`config.mk`:
```
export PLATFORM = sky130hd
export DESIGN_NAME = nav_mode_supervisor
export DESIGN_NICKNAME = d
export VERILOG_FILES = /design/src/design/nms_pkg.sv /design/src/design/nav_mode_supervisor.sv /design/src/design/nms_next.sv
export SDC_FILE = /design/constraint.sdc
export NUM_CORES = 1
export LEC_CHECK = 0
export BUFFER_PORTS_ARGS = -buffer_cell sky130_fd_sc_hd__buf_2
export CAP_MARGIN = 5
export CELL_PAD_IN_SITES_DETAIL_PLACEMENT = 1
export CELL_PAD_IN_SITES_GLOBAL_PLACEMENT = 1
export CORE_MARGIN = 5
export CORE_UTILIZATION = 38
export DETAILED_ROUTE_END_ITERATION = 8
export HOLD_SLACK_MARGIN = 0.06
export MAX_ROUTING_LAYER = met4
export PLACE_DENSITY = 0.78
export SLEW_MARGIN = 30
export SYNTH_ARGS = -nofsm -noshare
export SYNTH_HDL_FRONTEND = slang
export SYNTH_HIERARCHICAL = 1
export SYNTH_SLANG_ARGS = --single-unit
```
`constraint.sdc`:
```
create_clock -name clock -period 2.6 [get_ports clock]
set_input_delay 0.52 -clock clock [delete_from_list [all_inputs] [get_ports clock]]
set_output_delay 0.52 -clock clock [all_outputs]
set_load 0.01 [all_outputs]
```
`src/design/nms_pkg.sv`:
```
// shared types and codes for the navigation mode supervisor
package nms_pkg;

   typedef enum logic [3:0] {
      MODE_BOOT      = 4'd0,
      MODE_SELFCHECK = 4'd1,
      MODE_IDLE      = 4'd2,
      MODE_SURVEY    = 4'd3,
      MODE_ARCHIVE   = 4'd4,
      MODE_ENGAGE    = 4'd5,
      MODE_GOTO      = 4'd6,
      MODE_HOLD      = 4'd7,
      MODE_RECENTER  = 4'd8,
      MODE_RECOVERY  = 4'd9,
      MODE_FAILSAFE  = 4'd10
   } mode_type;

   typedef enum logic [4:0] {
      EV_NONE         = 5'd0,
      EV_SELFCHECK_OK = 5'd1,
      EV_ENTER_WARMUP = 5'd2,
      EV_ENTER_COMBAT = 5'd3,
      EV_LOAD_OK      = 5'd4,
      EV_SAVE_OK      = 5'd5,
      EV_WRITE_FAIL   = 5'd6,
      EV_VALID_FAIL   = 5'd7,
      EV_STORE_FAIL   = 5'd8,
      EV_MAP_UNAVAIL  = 5'd9,
      EV_LOC_DEGRADED = 5'd10,
      EV_PLAN_FAIL    = 5'd11,
      EV_DRIFTED      = 5'd12,
      EV_SAFETY       = 5'd13,
      EV_HEARTBEAT    = 5'd14,
      EV_REFEREE      = 5'd15,
      EV_RECOV_DONE   = 5'd16,
      EV_RECOV_ESC    = 5'd17
   } event_type;

   // flag fields of one request, time and pass-through kept outside
   typedef struct packed {
      logic       heartbeat_good;
      logic       safety_trip;
      logic       referee_update;
      logic [3:0] request_bits;
      logic [2:0] map_bits;
      logic [2:0] save_error_bits;
      logic [3:0] motion_bits;
      logic [1:0] recovery_bits;
   } flags_type;

   // decision for one request
   typedef struct packed {
      logic      mode_we;
      logic      event_we;
      mode_type  mode;
      event_type kind;
   } decision_type;

endpackage

```
`src/design/nav_mode_supervisor.sv`:
```
// navigation mode supervisor top level: request register, decision, response register
// a request waits in the request register until the response register frees, then
// its response is registered; throughput: one request per cycle unless rsp_ready
// stalls; the mode decision is one level of flag logic between the request register
// and the mode and response registers; reset: synchronous, clears both stage valids,
// mode and previous mode to boot, last event to none and event time to zero
module nav_mode_supervisor
   import nms_pkg::*;
#(
   parameter int TIME_BITS = 32
) (
   input  logic                 clock,
   input  logic                 reset,
   input  logic                 req_valid,
   output logic                 req_ready,
   input  logic                 req_heartbeat_good,
   input  logic                 req_safety_trip,
   input  logic                 req_referee_update,
   input  logic [3:0]           req_request_bits,
   input  logic [2:0]           req_map_bits,
   input  logic [2:0]           req_save_error_bits,
   input  logic [3:0]           req_motion_bits,
   input  logic [1:0]           req_recovery_bits,
   input  logic [2:0]           req_tier_in,
   input  logic [3:0]           req_action_in,
   input  logic [TIME_BITS-1:0] req_update_time,
   output logic                 rsp_valid,
   input  logic                 rsp_ready,
   output logic [3:0]           rsp_mode_state,
   output logic [3:0]           rsp_earlier_state,
   output logic [4:0]           rsp_last_event_kind,
   output logic [31:0]          rsp_last_event_time,
   output logic                 rsp_mapping_on,
   output logic                 rsp_localizing_on,
   output logic                 rsp_hold_on,
   output logic                 rsp_recovering_on,
   output logic                 rsp_failsafe_on,
   output logic [2:0]           rsp_tier_out,
   output logic [3:0]           rsp_action_out
);

   // request register stage
   logic                 s1_valid_ff, s1_valid_in;
   flags_type            s1_flags_ff;
   logic [2:0]           s1_tier_ff;
   logic [3:0]           s1_action_ff;
   logic [TIME_BITS-1:0] s1_time_ff;

   // supervisor state
   mode_type             mode_ff, mode_in;
   mode_type             prev_ff, prev_in;
   event_type            kind_ff, kind_in;
   logic [TIME_BITS-1:0] etime_ff, etime_in;

   // response register
   logic                 rsp_valid_ff, rsp_valid_in;
   logic [2:0]           rsp_tier_ff;
   logic [3:0]           rsp_action_ff;

   logic                 advance;
   logic                 req_take;
   decision_type         decision;
   logic [TIME_BITS+31:0] etime_wide;

   // the response stage frees whenever it is empty or being drained
   assign advance   = s1_valid_ff & (~rsp_valid_ff | rsp_ready);
   assign req_ready = ~s1_valid_ff | advance;
   assign req_take  = req_valid & req_ready;

   assign s1_valid_in  = req_take | (s1_valid_ff & ~advance);
   assign rsp_valid_in = advance | (rsp_valid_ff & ~rsp_ready);

   always_ff @(posedge clock) begin
      if (reset) begin
         s1_valid_ff  <= 1'b0;
         rsp_valid_ff <= 1'b0;
      end else begin
         s1_valid_ff  <= s1_valid_in;
         rsp_valid_ff <= rsp_valid_in;
      end
   end

   // request payload, loaded on accept
   always_ff @(posedge clock) begin
      if (req_take) begin
         s1_flags_ff <= '{heartbeat_good:  req_heartbeat_good,
                          safety_trip:     req_safety_trip,
                          referee_update:  req_referee_update,
                          request_bits:    req_request_bits,
                          map_bits:        req_map_bits,
                          save_error_bits: req_save_error_bits,
                          motion_bits:     req_motion_bits,
                          recovery_bits:   req_recovery_bits};
         s1_tier_ff   <= req_tier_in;
         s1_action_ff <= req_action_in;
         s1_time_ff   <= req_update_time;
      end
   end

   nms_next u_next (
      .cur_mode (mode_ff),
      .flags    (s1_flags_ff),
      .decision (decision)
   );

   // state update; every transition copies the old mode, even failsafe to failsafe
   always_comb begin
      mode_in  = mode_ff;
      prev_in  = prev_ff;
      kind_in  = kind_ff;
      etime_in = etime_ff;
      if (advance && decision.mode_we) begin
         mode_in = decision.mode;
         prev_in = mode_ff;
      end
      if (advance && decision.event_we) begin
         kind_in  = decision.kind;
         etime_in = s1_time_ff;
      end
   end

   always_ff @(posedge clock) begin
      if (reset) begin
         mode_ff  <= MODE_BOOT;
         prev_ff  <= MODE_BOOT;
         kind_ff  <= EV_NONE;
         etime_ff <= '0;
      end else begin
         mode_ff  <= mode_in;
         prev_ff  <= prev_in;
         kind_ff  <= kind_in;
         etime_ff <= etime_in;
      end
   end

   // tier and action pass only when the new mode is recovery
   always_ff @(posedge clock) begin
      if (advance) begin
         rsp_tier_ff   <= (mode_in == MODE_RECOVERY) ? s1_tier_ff : 3'd0;
         rsp_action_ff <= (mode_in == MODE_RECOVERY) ? s1_action_ff : 4'd0;
      end
   end

   // mode and event state already hold the latest request's values, so the
   // response reads them straight from the state registers
   assign etime_wide = {32'd0, etime_ff};

   assign rsp_valid           = rsp_valid_ff;
   assign rsp_mode_state      = mode_ff;
   assign rsp_earlier_state   = prev_ff;
   assign rsp_last_event_kind = kind_ff;
   assign rsp_last_event_time = etime_wide[31:0];
   assign rsp_mapping_on      = (mode_ff == MODE_SURVEY);
   assign rsp_localizing_on   = (mode_ff == MODE_ENGAGE) || (mode_ff == MODE_GOTO) ||
                                (mode_ff == MODE_HOLD) || (mode_ff == MODE_RECENTER) ||
                                (mode_ff == MODE_RECOVERY);
   assign rsp_hold_on         = (mode_ff == MODE_HOLD);
   assign rsp_recovering_on   = (mode_ff == MODE_RECOVERY);
   assign rsp_failsafe_on     = (mode_ff == MODE_FAILSAFE);
   assign rsp_tier_out        = rsp_tier_ff;
   assign rsp_action_out      = rsp_action_ff;

`ifndef SYNTHESIS
   // heartbeat loss always lands in failsafe
   a_heartbeat_failsafe: assert property (@(posedge clock) disable iff (reset)
      (advance && !s1_flags_ff.heartbeat_good) |=> (mode_ff == MODE_FAILSAFE))
      else $error("heartbeat loss did not force failsafe");

   // state may only move when a request advances
   a_state_hold: assert property (@(posedge clock) disable iff (reset)
      !advance |=> ($stable(mode_ff) && $stable(prev_ff) && $stable(kind_ff)))
      else $error("supervisor state changed without a request");

   // recovery pass-through only outside recovery is zero
   a_tier_gate: assert property (@(posedge clock) disable iff (reset)
      (rsp_valid && (rsp_tier_out != 3'd0 || rsp_action_out != 4'd0)) |->
      rsp_recovering_on)
      else $error("tier or action passed outside recovery");

   // activity groups exclude each other
   a_activity: assert property (@(posedge clock) disable iff (reset)
      $onehot0({rsp_mapping_on, rsp_localizing_on, rsp_failsafe_on}))
      else $error("conflicting activity flags");
`endif

endmodule

```
`src/design/nms_next.sv`:
```
// next mode and event decision from current mode and request flags
module nms_next
   import nms_pkg::*;
(
   input  mode_type     cur_mode,
   input  flags_type    flags,
   output decision_type decision
);

   logic c_req, map_en, c_rdy, save_req;
   logic unavail, loaded, saved;
   logic wr_f, va_f, st_f;
   logic degr, plan_f, reached, drifted;
   logic exhausted, complete, ready;
   logic      go, note;
   mode_type  go_mode;
   event_type go_kind;

   assign c_req     = flags.request_bits[0];
   assign map_en    = flags.request_bits[1];
   assign c_rdy     = flags.request_bits[2];
   assign save_req  = flags.request_bits[3];
   assign unavail   = flags.map_bits[0];
   assign loaded    = flags.map_bits[1];
   assign saved     = flags.map_bits[2];
   assign wr_f      = flags.save_error_bits[0];
   assign va_f      = flags.save_error_bits[1];
   assign st_f      = flags.save_error_bits[2];
   assign degr      = flags.motion_bits[0];
   assign plan_f    = flags.motion_bits[1];
   assign reached   = flags.motion_bits[2];
   assign drifted   = flags.motion_bits[3];
   assign exhausted = flags.recovery_bits[0];
   assign complete  = flags.recovery_bits[1];
   assign ready     = c_rdy & loaded;

   always_comb begin
      go      = 1'b0;
      note    = 1'b0;
      go_mode = cur_mode;
      go_kind = EV_NONE;
      priority if (!flags.heartbeat_good) begin
         go      = 1'b1;
         go_mode = MODE_FAILSAFE;
         go_kind = EV_HEARTBEAT;
      end else if (flags.safety_trip) begin
         go      = 1'b1;
         go_mode = MODE_FAILSAFE;
         go_kind = EV_SAFETY;
      end else begin
         unique case (cur_mode)
            MODE_BOOT: begin
               go      = 1'b1;
               go_mode = MODE_SELFCHECK;
            end
            MODE_SELFCHECK: begin
               go      = 1'b1;
               go_mode = MODE_IDLE;
               go_kind = EV_SELFCHECK_OK;
            end
            MODE_IDLE: begin
               priority if (c_req && unavail) begin
                  go = 1'b1; go_mode = MODE_FAILSAFE; go_kind = EV_MAP_UNAVAIL;
               end else if (map_en) begin
                  go = 1'b1; go_mode = MODE_SURVEY; go_kind = EV_ENTER_WARMUP;
               end else if (ready) begin
                  go = 1'b1; go_mode = MODE_ENGAGE; go_kind = EV_ENTER_COMBAT;
               end else begin
                  go = 1'b0;
               end
            end
            MODE_SURVEY: begin
               if (save_req) begin
                  go = 1'b1; go_mode = MODE_ARCHIVE;
               end
            end
            MODE_ARCHIVE: begin
               // save errors only log, the mode stays put
               priority if (wr_f) begin
                  note = 1'b1; go_kind = EV_WRITE_FAIL;
               end else if (va_f) begin
                  note = 1'b1; go_kind = EV_VALID_FAIL;
               end else if (st_f) begin
                  note = 1'b1; go_kind = EV_STORE_FAIL;
               end else if (ready) begin
                  go = 1'b1; go_mode = MODE_ENGAGE; go_kind = EV_LOAD_OK;
               end else if (unavail) begin
                  go = 1'b1; go_mode = MODE_IDLE; go_kind = EV_MAP_UNAVAIL;
               end else if (saved) begin
                  go = 1'b1; go_mode = MODE_IDLE; go_kind = EV_SAVE_OK;
               end else begin
                  go = 1'b0;
               end
            end
            MODE_ENGAGE: begin
               priority if (degr) begin
                  go = 1'b1; go_mode = MODE_RECOVERY; go_kind = EV_LOC_DEGRADED;
               end else if (loaded) begin
                  go = 1'b1; go_mode = MODE_GOTO; go_kind = EV_LOAD_OK;
               end else begin
                  go = 1'b0;
               end
            end
            MODE_GOTO, MODE_RECENTER: begin
               priority if (degr) begin
                  go = 1'b1; go_mode = MODE_RECOVERY; go_kind = EV_LOC_DEGRADED;
               end else if (plan_f) begin
                  go = 1'b1; go_mode = MODE_RECOVERY; go_kind = EV_PLAN_FAIL;
               end else if (reached) begin
                  go = 1'b1; go_mode = MODE_HOLD;
               end else begin
                  go = 1'b0;
               end
            end
            MODE_HOLD: begin
               priority if (degr) begin
                  go = 1'b1; go_mode = MODE_RECOVERY; go_kind = EV_LOC_DEGRADED;
               end else if (drifted) begin
                  go = 1'b1; go_mode = MODE_RECENTER; go_kind = EV_DRIFTED;
               end else begin
                  go = 1'b0;
               end
            end
            MODE_RECOVERY: begin
               priority if (exhausted) begin
                  go = 1'b1; go_mode = MODE_FAILSAFE; go_kind = EV_RECOV_ESC;
               end else if (complete && ready) begin
                  go = 1'b1; go_mode = MODE_GOTO; go_kind = EV_RECOV_DONE;
               end else begin
                  go = 1'b0;
               end
            end
            MODE_FAILSAFE: begin
               if (!unavail) begin
                  go = 1'b1;
                  priority if (map_en) go_mode = MODE_SURVEY;
                  else if (ready)      go_mode = MODE_ENGAGE;
                  else                 go_mode = MODE_IDLE;
               end
            end
            default: begin
               go = 1'b0;
            end
         endcase
      end
   end

   // referee event is overwritten by any mode change or save error, even a mode change that records no event
   always_comb begin
      decision.mode_we  = go;
      decision.event_we = go | note | flags.referee_update;
      decision.mode     = go_mode;
      decision.kind     = (go || note) ? go_kind : EV_REFEREE;
   end

endmodule

```
==> results of run 1 <==
-- flip-flops by register name, summed over array words and instances, names as in the netlist --
signal	flops
rsp_earlier_state	4
rsp_last_event_kind	5
rsp_mode_state	4
rsp_tier_out	3
rsp_action_out	4
rsp_last_event_time	32
s1_tier_ff	3
s1_action_ff	4
s1_time_ff	32
rsp_valid	1
s1_valid_ff	1
s1_flags_ff	19
-- metal layers --
| metal | share of wire, % | wire, microns |
|---|---|---|
| met1 | 44 | 6095 |
| met4 | 1.7 | 243 |
| met3 | 5.9 | 828 |
| met5 | 0 | 0 |
| met2 | 49 | 6825 |
-- synthesized netlist by cell type (3+ instances only) --
| cell type | n |
|---|---|
| dfxtp_1 | 47 |
| nor2b_1 | 3 |
| a31oi_1 | 3 |
| nor2_1 | 20 |
| and2_1 | 6 |
| buf_4 | 3 |
| edfxtp_1 | 65 |
| nor4bb_1 | 4 |
| inv_1 | 5 |
| mux2i_1 | 39 |
| nand2b_1 | 79 |
| nand2_1 | 19 |
| a211oi_1 | 3 |
| or2_2 | 3 |
| nor3_1 | 5 |
| buf_2 | 7 |
| a21oi_1 | 24 |
| o211ai_1 | 5 |
| o22ai_1 | 4 |
| a21boi_0 | 9 |
| o21ai_0 | 24 |
| nand3_1 | 12 |
| buf_12 | 3 |
| clkbuf_1 | 14 |
-- cell families (layout without fill, tap and decap cells) --
family	count (synthesis)	after routing	synth area share, %
AOI/OAI and AO/OA	94	94	11.78
buffers and inverters	34	185	4.168
DFF	112	112	56.02
muxes	39	39	7.560
other	0	1	0
and+or+nand+nor	176	176	20.48
-- cells in the final DEF (no fill, tap or decap), types with 3 or more instances in the layout --
cell       count
buf_2        120
nand2b_1      78
edfxtp_1      65
dfxtp_1       44
mux2i_1       39
buf_4         38
o21ai_0       24
a21oi_1       24
nor2_1        20
nand2_1       18
nand3_1       12
a21boi_0       9
clkbuf_16      9
and2_1         5
nor3_1         5
inv_1          5
o211ai_1       5
buf_12         4
o22ai_1        4
nor4bb_1       3
clkbuf_1       3
dfxtp_2        3
nor2b_1        3
or2_2          3
a211oi_1       3
-- how the worst max path moves through the flow --
stage / startpoint / to / slack (ps)
2_1_floorplan: rsp_mode_state[2] / rsp_last_event_kind[0] / 160
4_1_cts: rsp_mode_state[1] / rsp_action_out[1] / 10
6_report: rsp_mode_state[2] / rsp_action_out[1] / 130
3_5_place_dp: rsp_mode_state[1] / rsp_action_out[1] / 50
5_1_grt: rsp_mode_state[2] / rsp_action_out[1] / -20
3_3_place_gp: s1_flags_ff[10] / rsp_last_event_time[16] / 110
-- area by class of cell --
type | instances | area [sq um]
tap | 176 | 220.2
clock inverter | 4 | 52.55
multi-input combinational | 309 | 2083
antenna | 1 | 2.502
inverter | 5 | 18.77
fill | 1493 | 6797
sequential | 112 | 2897
timing repair buffer | 164 | 988.4
clock buffer | 12 | 236.5
-- critical path, stage by stage, from the launching register on --
cell and delay [ps]:
dfxtp_1 470, buf_4 200, nand2b_2 80, buf_4 160
or2_2 310, a211oi_1 220, nor3_1 90, a31oi_2 340
nor4bb_4 90, nand3_2 130, a21boi_0 110
-- stage by stage --
stage | power (mW) | cell area (sq um) | TNS [ps] | setup WS [ps] | hold slack, ps
detailed placement | 2.538 | 6162 | 0 | 46.58 | 470.0
global route | 4.067 | 6499 | -47.08 | -19.46 | 319.5
finish | 3.898 | 6499 | 0 | 134.9 | 334.1
global placement | 2.520 | 6162 | 0 | 107.7 | 458.5
CTS | 3.930 | 6451 | 0 | 13.12 | 324.3
floorplan | 2.328 | 5165 | 0 | 155.8 | 490.6
-- power groups by stage --
stage	clock [mW]	sequential [mW]	combinational (mW)
after global routing	1.51	2.04	0.514
after CTS	1.43	2.03	0.470
after detailed placement	0	2.07	0.467
final	1.40	2.03	0.471
after floorplan	0	2.08	0.253
after global placement	0	2.07	0.453
-- repair_timing --
| action | CTS | global route |
|---|---|---|
| resized for setup | 0 | 10 |
| buffers inserted | 0 | 1 |
| setup endpoints to repair | 0 | 44 |
==> summary.md, run 1 <==
| Metric | Value |
|---|---|
| Initial core utilization | 38.84% |
| Layout Nets | 663 |
| Post-route minimum period | 2465 ps |
| DR vias | 4,046 |
| TritonCTS Buffers | 9 |
| Inst Count DP | 765 |
| Switch share | 24.22% |
| Worst r2r src | rsp_mode_state[2] |
| Fin crit share | 94.81% |
| Pre-antenna DRT Iters | 4 |
| CP Max Fanout | 7 |
| First-pass GRT wire length | 22,410 microns |
| Final Util | 48.88% |
| Global-route met1 utilization | 22.04% |
| FF-to-FF path depth | 10 |
| Yosys warns | 6 |
| Synth Instances | 455 |
| Max H-tree Level | 3 |
| GRT met3 Usage | 4.582% |
| Syn avg cell area | 11.35 sq um |
| CP Capture Type | flip-flop |
| Initial antenna violation count | 1 |
| Post-synthesis sequential area ratio | 56.02% |
| Cell variety after synth | 65 |
| Grt peak-use layer | met2 |
| Slew Limit Headroom | 64.82% |
| Top cell type's share of synthesized area | 37.80% |
| Die boundary height | 126.6 microns |
| Static leakage | 2.587 nW |
| Chip width | 126.6 microns |
| Setup CP Type | flip-flop to flip-flop |
| Unrepaired setup endpoints after global routing | true |
| Hold Buf Count CTS | 0 |
| DR iter-0 viols | 166 |
| HP Start | req_update_time[16] |
| Drt drc | 0 |
| Synth area leader | edfxtp_1 |
| Syn_nets | 517 |
| Die footprint | 16,020 sq um |
| CP Data Required Time | 2680 ps |
| Largest net degree at the start of global routing | 45 |
| Std cell rows | 42 |
| Routability Congestion | 0.9939 |
| CTS Buffer Depth | 2 |
| CTS tree | done |
| CP startpoint kind | flip-flop |
| HP Class | primary input to flip-flop |
| Slew at the pin closest to its max-slew limit | 521.1 ps |
| Worst-skew pair later-pin latency | 350 ps |
| Reg2reg end | rsp_action_out[1] |
| Synth top area cells | edfxtp_1 (38%), dfxtp_1 (18%), nand2b_1 (9.6%), mux2i_1 (7.6%), a21oi_1 (2.3%) |
| DR WL/cell | 17.87 microns |
| Met2 usage in global routing | 29.45% |
| Clock skew | 7.701 ps |
| Top Ports | 121 |
| Clock Power Share | 35.8% |
| Power Internal | 2.954 mW |
| Total track usage | 17.95% |
| Flop pwr share | 52.1% |
| PwrDens | 599.8 nW/um^2 |
| Setup violations, final | 0 |
| Maxcap violations | 0 |
| Max Clk Rate | 405.7 MHz |
| Flop and latch count out of synthesis | 112 |
| Detailed Place HPWL | 10,450 microns |
| Synthesized cell area | 5164 sq um |
| Async SR Flop Fraction | 0% |
| Final number of max-transition violations | 0 |
| Root buffer cell | clkbuf_16 |
| Final ANT Viol Nets | 0 |
| Layout Area Growth over Synthesis | 25.85% |
| Fin cells | 783 |
| Critical path data arrival time | 2550 ps |
| Gr ovfl total | 0 |
| Max IR drop VDD | 416.8 uV |
| Hold depth | 1 |
| Share of layout cells above drive strength 1 | 33.17% |
| Vias in the first global route | 4,329 |
| Top_reg_cell synth | edfxtp_1 |
| Clock sinks | 112 |
| Core Region | 13,300 sq um |
| Hold worst-path end | s1_time_ff[16] |
| Reg-to-reg slack, setup | 130 ps |
| Final Hold Viols | 0 |
| Post-synth EDFFs | 65 |
| PortBufs | 120 |
| Clock Pin Slew Worst Setup and Hold Paths | 70 ps |
| Post-Route WL | 13,990 microns |
| Logic pwr share | 12.1% |
| Drt via density | 5.167 |
| Status | completed |
| Switching pwr | 0.9441 mW |
Power figures use the tool's default switching activity.
==> run 2, diff against run 1 <==
PLACE_DENSITY = unset   (was 0.78)
PLACE_DENSITY_LB_ADDON = 0.1   (was unset)
TNS_END_PERCENT = 10   (was unset)
==> run 2 against run 1 <==
Utilization grew 0.67 points. Final area increased by 1.4%. Worst setup slack lost 130 ps. Die area is the same. Combinational power up 4%. Clock skew rose by 0.70 ps. Total power up 0.68%. Cell count rose by 0.51%. Sequential cell count stayed put.
==> summary.md, run 2 (same netlist as run 1, synthesis figures left out) <==
| Metric | Value |
|---|---|
| DR WL/cell | 18.19 microns (+1.8%) |
| Worst-skew pair later-pin latency | 360 ps (about the same) |
| First-pass GRT wire length | 22,890 microns (+2.1%) |
| CP Launch Point | rsp_mode_state[2] |
| Max H-tree Level | 3 (unchanged) |
| CP startpoint kind | flip-flop |
| Critical-path cell list | buf_4, buf_4, or3b_2, o22ai_1, nor4_2, nand3_1, nor4bb_2, buf_4, nand3_4, a21boi_2 |
| Gr ovfl total | 0 (unchanged) |
| Setup violations, final | 0 (unchanged) |
| Clock skew | 8.403 ps (+0.7016 ps) |
| Most frequent cells in the layout | buf_2 (119), nand2b_1 (78), edfxtp_1 (65) |
| HP Class | primary input to flip-flop |
| Final Hold Viols | 0 (unchanged) |
| Critical Path End | rsp_action_out[2] |
| Die boundary height | 126.6 microns (unchanged) |
| CTS Buffer Depth | 2 (unchanged) |
| DR iter-0 viols | 231 (+39%) |
| Fin cells | 787 (+0.51%) |
| CP max stage cell | nor4_2 |
| CP Max Fanout | 9 (+2) |
| Reg-to-reg slack, setup | 4 ps (-130 ps) |
| Cell repeated most along the worst path | buf_4 |
| Slew Limit Headroom | 63.21% (-1.6 points) |
| FF-to-FF path depth | 10 (unchanged) |
| Final Util | 49.55% (+0.67 points) |
| Crit-path leading delay family | simple AND/OR/NAND/NOR gates |
| Post-route minimum period | 2596 ps (+130.7 ps) |
| Critical path data arrival time | 2810 ps (+260 ps) |
| Final ANT Viol Nets | 0 (unchanged) |
| Clock sinks | 112 (unchanged) |
| Reg2reg end | rsp_action_out[2] |
| PwrDens | 595.8 nW/um^2 (-0.68%) |
| CP Data Required Time | 2810 ps (+130 ps) |
| Final number of max-transition violations | 0 (unchanged) |
| DR vias | 3,997 (-1.2%) |
| PortBufs | 120 (unchanged) |
| Die footprint | 16,020 sq um (unchanged) |
| Core Region | 13,300 sq um (unchanged) |
| Drt drc | 0 (unchanged) |
| Hold Buf Count CTS | 0 (unchanged) |
| Largest net degree at the start of global routing | 76 (+69%) |
| Critical Path Stages | 10 (unchanged) |
| TritonCTS Buffers | 9 (unchanged) |
| Setup CP Type | flip-flop to flip-flop |
| Layout Area Growth over Synthesis | 27.57% |
| CTS tree | done |
| Fin crit share | 99.84% (+5.0 points) |
| Vias in the first global route | 4,294 (-0.81%) |
| Layout Nets | 667 (+0.60%) |
| Worst r2r src | rsp_mode_state[2] |
| Share of layout cells above drive strength 1 | 34.92% (+1.7 points) |
| Std cell rows | 42 (unchanged) |
| Inst Count DP | 768 (+0.39%) |
| Total track usage | 18.57% (+0.62 points) |
| Commonest non-fill, non-tap cell in the layout | buf_2 |
| Pre-antenna DRT Iters | 4 (unchanged) |
| Clock Pin Slew Worst Setup and Hold Paths | 80 ps (about the same) |
| Top Ports | 121 (unchanged) |
| Static leakage | 2.625 nW (+1.5%) |
| Status | completed |
| Max IR drop VDD | 456.0 uV (+9.4%) |
| Drt via density | 5.079 (-1.7%) |
| Max Clk Rate | 385.2 MHz (-5.0%) |
| Critical path's largest stage delay | 390 ps (-80 ps) |
| Post-route design area | 6588 sq um (+1.4%) |
| Detailed Place HPWL | 10,630 microns (+1.7%) |
| Post-Route WL | 14,320 microns (+2.3%) |
| Bufs and invs on worst path | 3 (+1) |
| Fin Hold WS | 335.1 ps (+1.022 ps) |
| Initial antenna violation count | 1 (unchanged) |
| Root buffer cell | clkbuf_16 |
| Slew at the pin closest to its max-slew limit | 547.7 ps (+26.64 ps) |
| Routability Congestion | 0.9688 (-2.5%) |
| Area post-placement | 6185 sq um (+0.37%) |
| Initial core utilization | 38.84% (unchanged) |
| Maxcap violations | 0 (unchanged) |
| CP Capture Type | flip-flop |
| Chip width | 126.6 microns (unchanged) |
==> run 2: final cells by class <==
type | count | area, sq um
clock inverters | 6 | 68.82
fillers | 1472 | 6708
repair buffers | 168 | 1013
diodes | 1 | 2.502
inverters | 5 | 18.77
clock buffers | 10 | 229.0
multi-input cells | 309 | 2132
flip-flops and latches | 112 | 2903
well taps | 176 | 220.2
==> run 2: repair_timing <==
action / 4_1_cts / 5_1_grt
buffers inserted: 0 / 2
endpoints found under the setup margin: 44 / 38
resized for setup: 7 / 18
pin swaps: 0 / 3
==> run 2: worst min path at each step <==
stage	start	endpoint	slack (ps)	cells after the start
after floorplan	s1_time_ff[10]	rsp_last_event_time[10]	490	2
after global placement	rsp_last_event_kind[2]	rsp_last_event_kind[2]	460	2
final	req_action_in[0]	s1_action_ff[0]	340	1
after detailed placement	rsp_last_event_time[16]	rsp_last_event_time[16]	460	2
after global routing	req_action_in[0]	s1_action_ff[0]	310	1
after CTS	req_tier_in[1]	s1_tier_ff[1]	320	1
==> run 2: routing by layer <==
layer  GRT usage (%)  vias to the layer above  wire, microns
li1                -                     1944              -
met1           23.04                     1941           6199
met2           30.26                       97           7157
met3           3.699                       15            730
met4           6.688                        0            231
met5               -                        -              0
==> run 2: per-stage QoR <==
stage               setup TNS (ps)  setup slack [ps]  power, mW
global placement                 0             41.71      2.531
global route                -381.5            -60.28      4.105
floorplan                        0             155.8      2.328
CTS                              0             5.931      3.961
finish                           0             4.230      3.925
detailed placement           -1974            -222.8      2.543
==> run 2: where the power goes <==
group	internal [mW]	leakage [nW]	switching, mW
Sequential	1.97	1.03	0.0539
Combinational	0.229	1.45	0.259
Clock	0.755	0.148	0.654
Total	2.96	2.62	0.967
==> run 3, diff against run 2 <==
PLACE_DENSITY = 0.79   (was unset)
PLACE_DENSITY_LB_ADDON = unset   (was 0.1)
==> run 3 against run 2 <==
Sequential cell count unchanged. Non-clock buffer count up 4. Clock skew up 3.7 ps. Utilization up 0.11 points. Sequential share of layout area down 0.18 points. Largest power group unchanged. Cell count up 0.38%. Register-to-register slack better by 100 ps. Fmax up 4.1%.
==> summary.md, run 3 (same netlist as run 1, synthesis figures left out) <==
| Metric | Value |
|---|---|
| Std cell rows | 42 (unchanged) |
| Worst-skew pair later-pin latency | 360 ps (about the same) |
| Fin Hold WS | 335.6 ps (+0.5220 ps) |
| DR iter-0 viols | 194 (-16%) |
| Hold worst-path end | s1_flags_ff[3] |
| CP Max Fanout | 10 (+1) |
| FF-to-FF path depth | 10 (unchanged) |
| Pre-antenna DRT Iters | 4 (unchanged) |
| Initial core utilization | 38.84% (unchanged) |
| Power Internal | 2.874 mW (-2.8%) |
| Vias in the first global route | 4,391 (+2.3%) |
| Layout Nets | 671 (+0.60%) |
| Post-route minimum period | 2495 ps (-101.2 ps) |
| Static leakage | 2.628 nW (+0.13%) |
| PortBufs | 120 (unchanged) |
| Layout Area Growth over Synthesis | 27.87% |
| CP Data Required Time | 2680 ps (-130 ps) |
| Switch share | 25.62% (+0.97 points) |
| Most frequent cells in the layout | buf_2 (120), nand2b_1 (79), edfxtp_1 (65) |
| Drt via density | 5.147 (+1.3%) |
| CP startpoint kind | flip-flop |
| Commonest non-fill, non-tap cell in the layout | buf_2 |
| Drt drc | 0 (unchanged) |
| TritonCTS Buffers | 9 (unchanged) |
| Top Ports | 121 (unchanged) |
| Max H-tree Level | 3 (unchanged) |
| Inst Count DP | 770 (+0.26%) |
| CP Capture Type | flip-flop |
| Maxcap violations | 0 (unchanged) |
| Reg2reg end | rsp_action_out[3] |
| Status | completed |
| Final number of max-transition violations | 0 (unchanged) |
| Final ANT Viol Nets | 0 (unchanged) |
| Slew at the pin closest to its max-slew limit | 534.6 ps (-13.15 ps) |
| Routability Congestion | 0.8134 (-16%) |
| Setup CP Type | flip-flop to flip-flop |
| Post-Route WL | 14,550 microns (+1.6%) |
| Hold depth | 1 (unchanged) |
| Logic pwr share | 12.6% (+0.2 points) |
| Chip width | 126.6 microns (unchanged) |
| Setup violations, final | 0 (unchanged) |
| Die footprint | 16,020 sq um (unchanged) |
| Clock Pin Slew Worst Setup and Hold Paths | 80 ps (about the same) |
| DR WL/cell | 18.42 microns (+1.2%) |
| Slew Limit Headroom | 64.09% (+0.88 points) |
| Switching pwr | 0.9896 mW (+2.3%) |
| Clock Power Share | 34.7% (-1.2 points) |
| Core Region | 13,300 sq um (unchanged) |
| # diodes | 0 (-1) |
| CTS tree | done |
| First-pass GRT wire length | 23,180 microns (+1.3%) |
| Detailed Place HPWL | 10,860 microns (+2.2%) |
| Initial antenna violation count | 0 (-1) |
| Reg-to-reg slack, setup | 110 ps (+100 ps) |
| Largest net degree at the start of global routing | 35 (-54%) |
| Root buffer cell | clkbuf_16 |
| PwrDens | 585.1 nW/um^2 (-1.8%) |
| Clock skew | 12.13 ps (+3.724 ps) |
| Gr ovfl total | 0 (unchanged) |
| Total track usage | 18.85% (+0.27 points) |
| Max Clk Rate | 400.9 MHz (+4.1%) |
| Fin cells | 790 (+0.38%) |
| Clock sinks | 112 (unchanged) |
| DR vias | 4,066 (+1.7%) |
| Fin crit share | 95.95% (-3.9 points) |
| Final Hold Viols | 0 (unchanged) |
| Flop pwr share | 52.7% (+1.0 points) |
| Share of layout cells above drive strength 1 | 35.34% (+0.42 points) |
| Max IR drop VDD | 447.0 uV (-2.0%) |
| HP Start | req_motion_bits[1] |
| CTS Buffer Depth | 2 (unchanged) |
| Critical path data arrival time | 2580 ps (-230 ps) |
| Worst r2r src | rsp_mode_state[0] |
| HP Class | primary input to flip-flop |
| Die boundary height | 126.6 microns (unchanged) |
[run 3: cell count changes in the layout (fill, tap and decap cells not counted), moves of 2 or more]
| cell | before | now |
|---|---|---|
| buf_4 | 45 | 47 |
| buf_6 | 0 | 2 |
| clkinv_2 | 2 | 0 |
| dfxtp_2 | 2 | 4 |
| dfxtp_4 | 2 | 0 |
[run 3: layer usage]
metal	vias to the layer above	routed length, microns	share of wire [%]	global-route usage, %
li1	1952	-	-	-
met1	1966	6288	43	22.75
met2	120	7200	49	30.95
met3	28	777	5.3	5.002
met4	0	284	2.0	5.868
met5	-	0	0	-
[run 3: timing repair]
item / CTS / global route
cloned: 0 / 0
hold buffers: 0 / 0
pin swaps: 0 / 4
gates resized for setup: 3 / 24
setup endpoints to repair: 12 / 43
buffers inserted: 0 / 4
[run 3: worst max-delay path by stage]
stage | startpoint | endpoint | slack, ps | depth (start not counted)
CTS | s1_flags_ff[10] | rsp_last_event_time[20] | 4 | 8
detailed placement | rsp_mode_state[1] | rsp_tier_out[1] | -90 | 7
floorplan | rsp_mode_state[2] | rsp_last_event_kind[0] | 160 | 10
finish | rsp_mode_state[0] | rsp_action_out[3] | 110 | 10
global placement | rsp_mode_state[1] | rsp_tier_out[1] | -90 | 7
global route | rsp_mode_state[0] | rsp_action_out[3] | -1 | 8
[run 3: cell type report]
type                    instances  area, sq um
clock buffers                  10        229.0
clock inverters                 6        56.30
fillers                      1500         6693
inverters                       5        18.77
multi-input cells             309         2145
flip-flops and latches        112         2898
well taps                     176        220.2
repair buffers                172         1036
[run 3: worst max-delay path, stage by stage (launching register included)]
cell	delay (ps)
dfxtp_2	390
buf_12	160
or2_1	260
buf_4	170
or2_2	300
a211oi_1	180
nor3_1	80
a31oi_1	360
nor4bb_4	100
nand3_4	140
a21boi_1	80
[run 3: power groups by stage]
stage / Sequential [mW] / Clock (mW) / Combinational (mW)
after floorplan: 2.08 / 0 / 0.253
after CTS: 2.04 / 1.39 / 0.469
after global placement: 2.08 / 0 / 0.450
after detailed placement: 2.08 / 0 / 0.466
after global routing: 2.05 / 1.46 / 0.534
final: 2.04 / 1.34 / 0.485
[run 3: stage by stage]
step | setup slack (ps) | setup TNS [ps] | cell area, sq um | util (%) | total power [mW]
3_5_place_dp | -94.94 | -431.8 | 6187 | 46.54 | 2.543
2_1_floorplan | 155.8 | 0 | 5165 | - | 2.328
6_report | 105.4 | 0 | 6603 | 49.66 | 3.863
4_1_cts | 4.125 | 0 | 6481 | 48.75 | 3.900
5_1_grt | -1.193 | -1.193 | 6603 | 49.66 | 4.047
3_3_place_gp | -90.45 | -625.7 | 6187 | 46.54 | 2.525
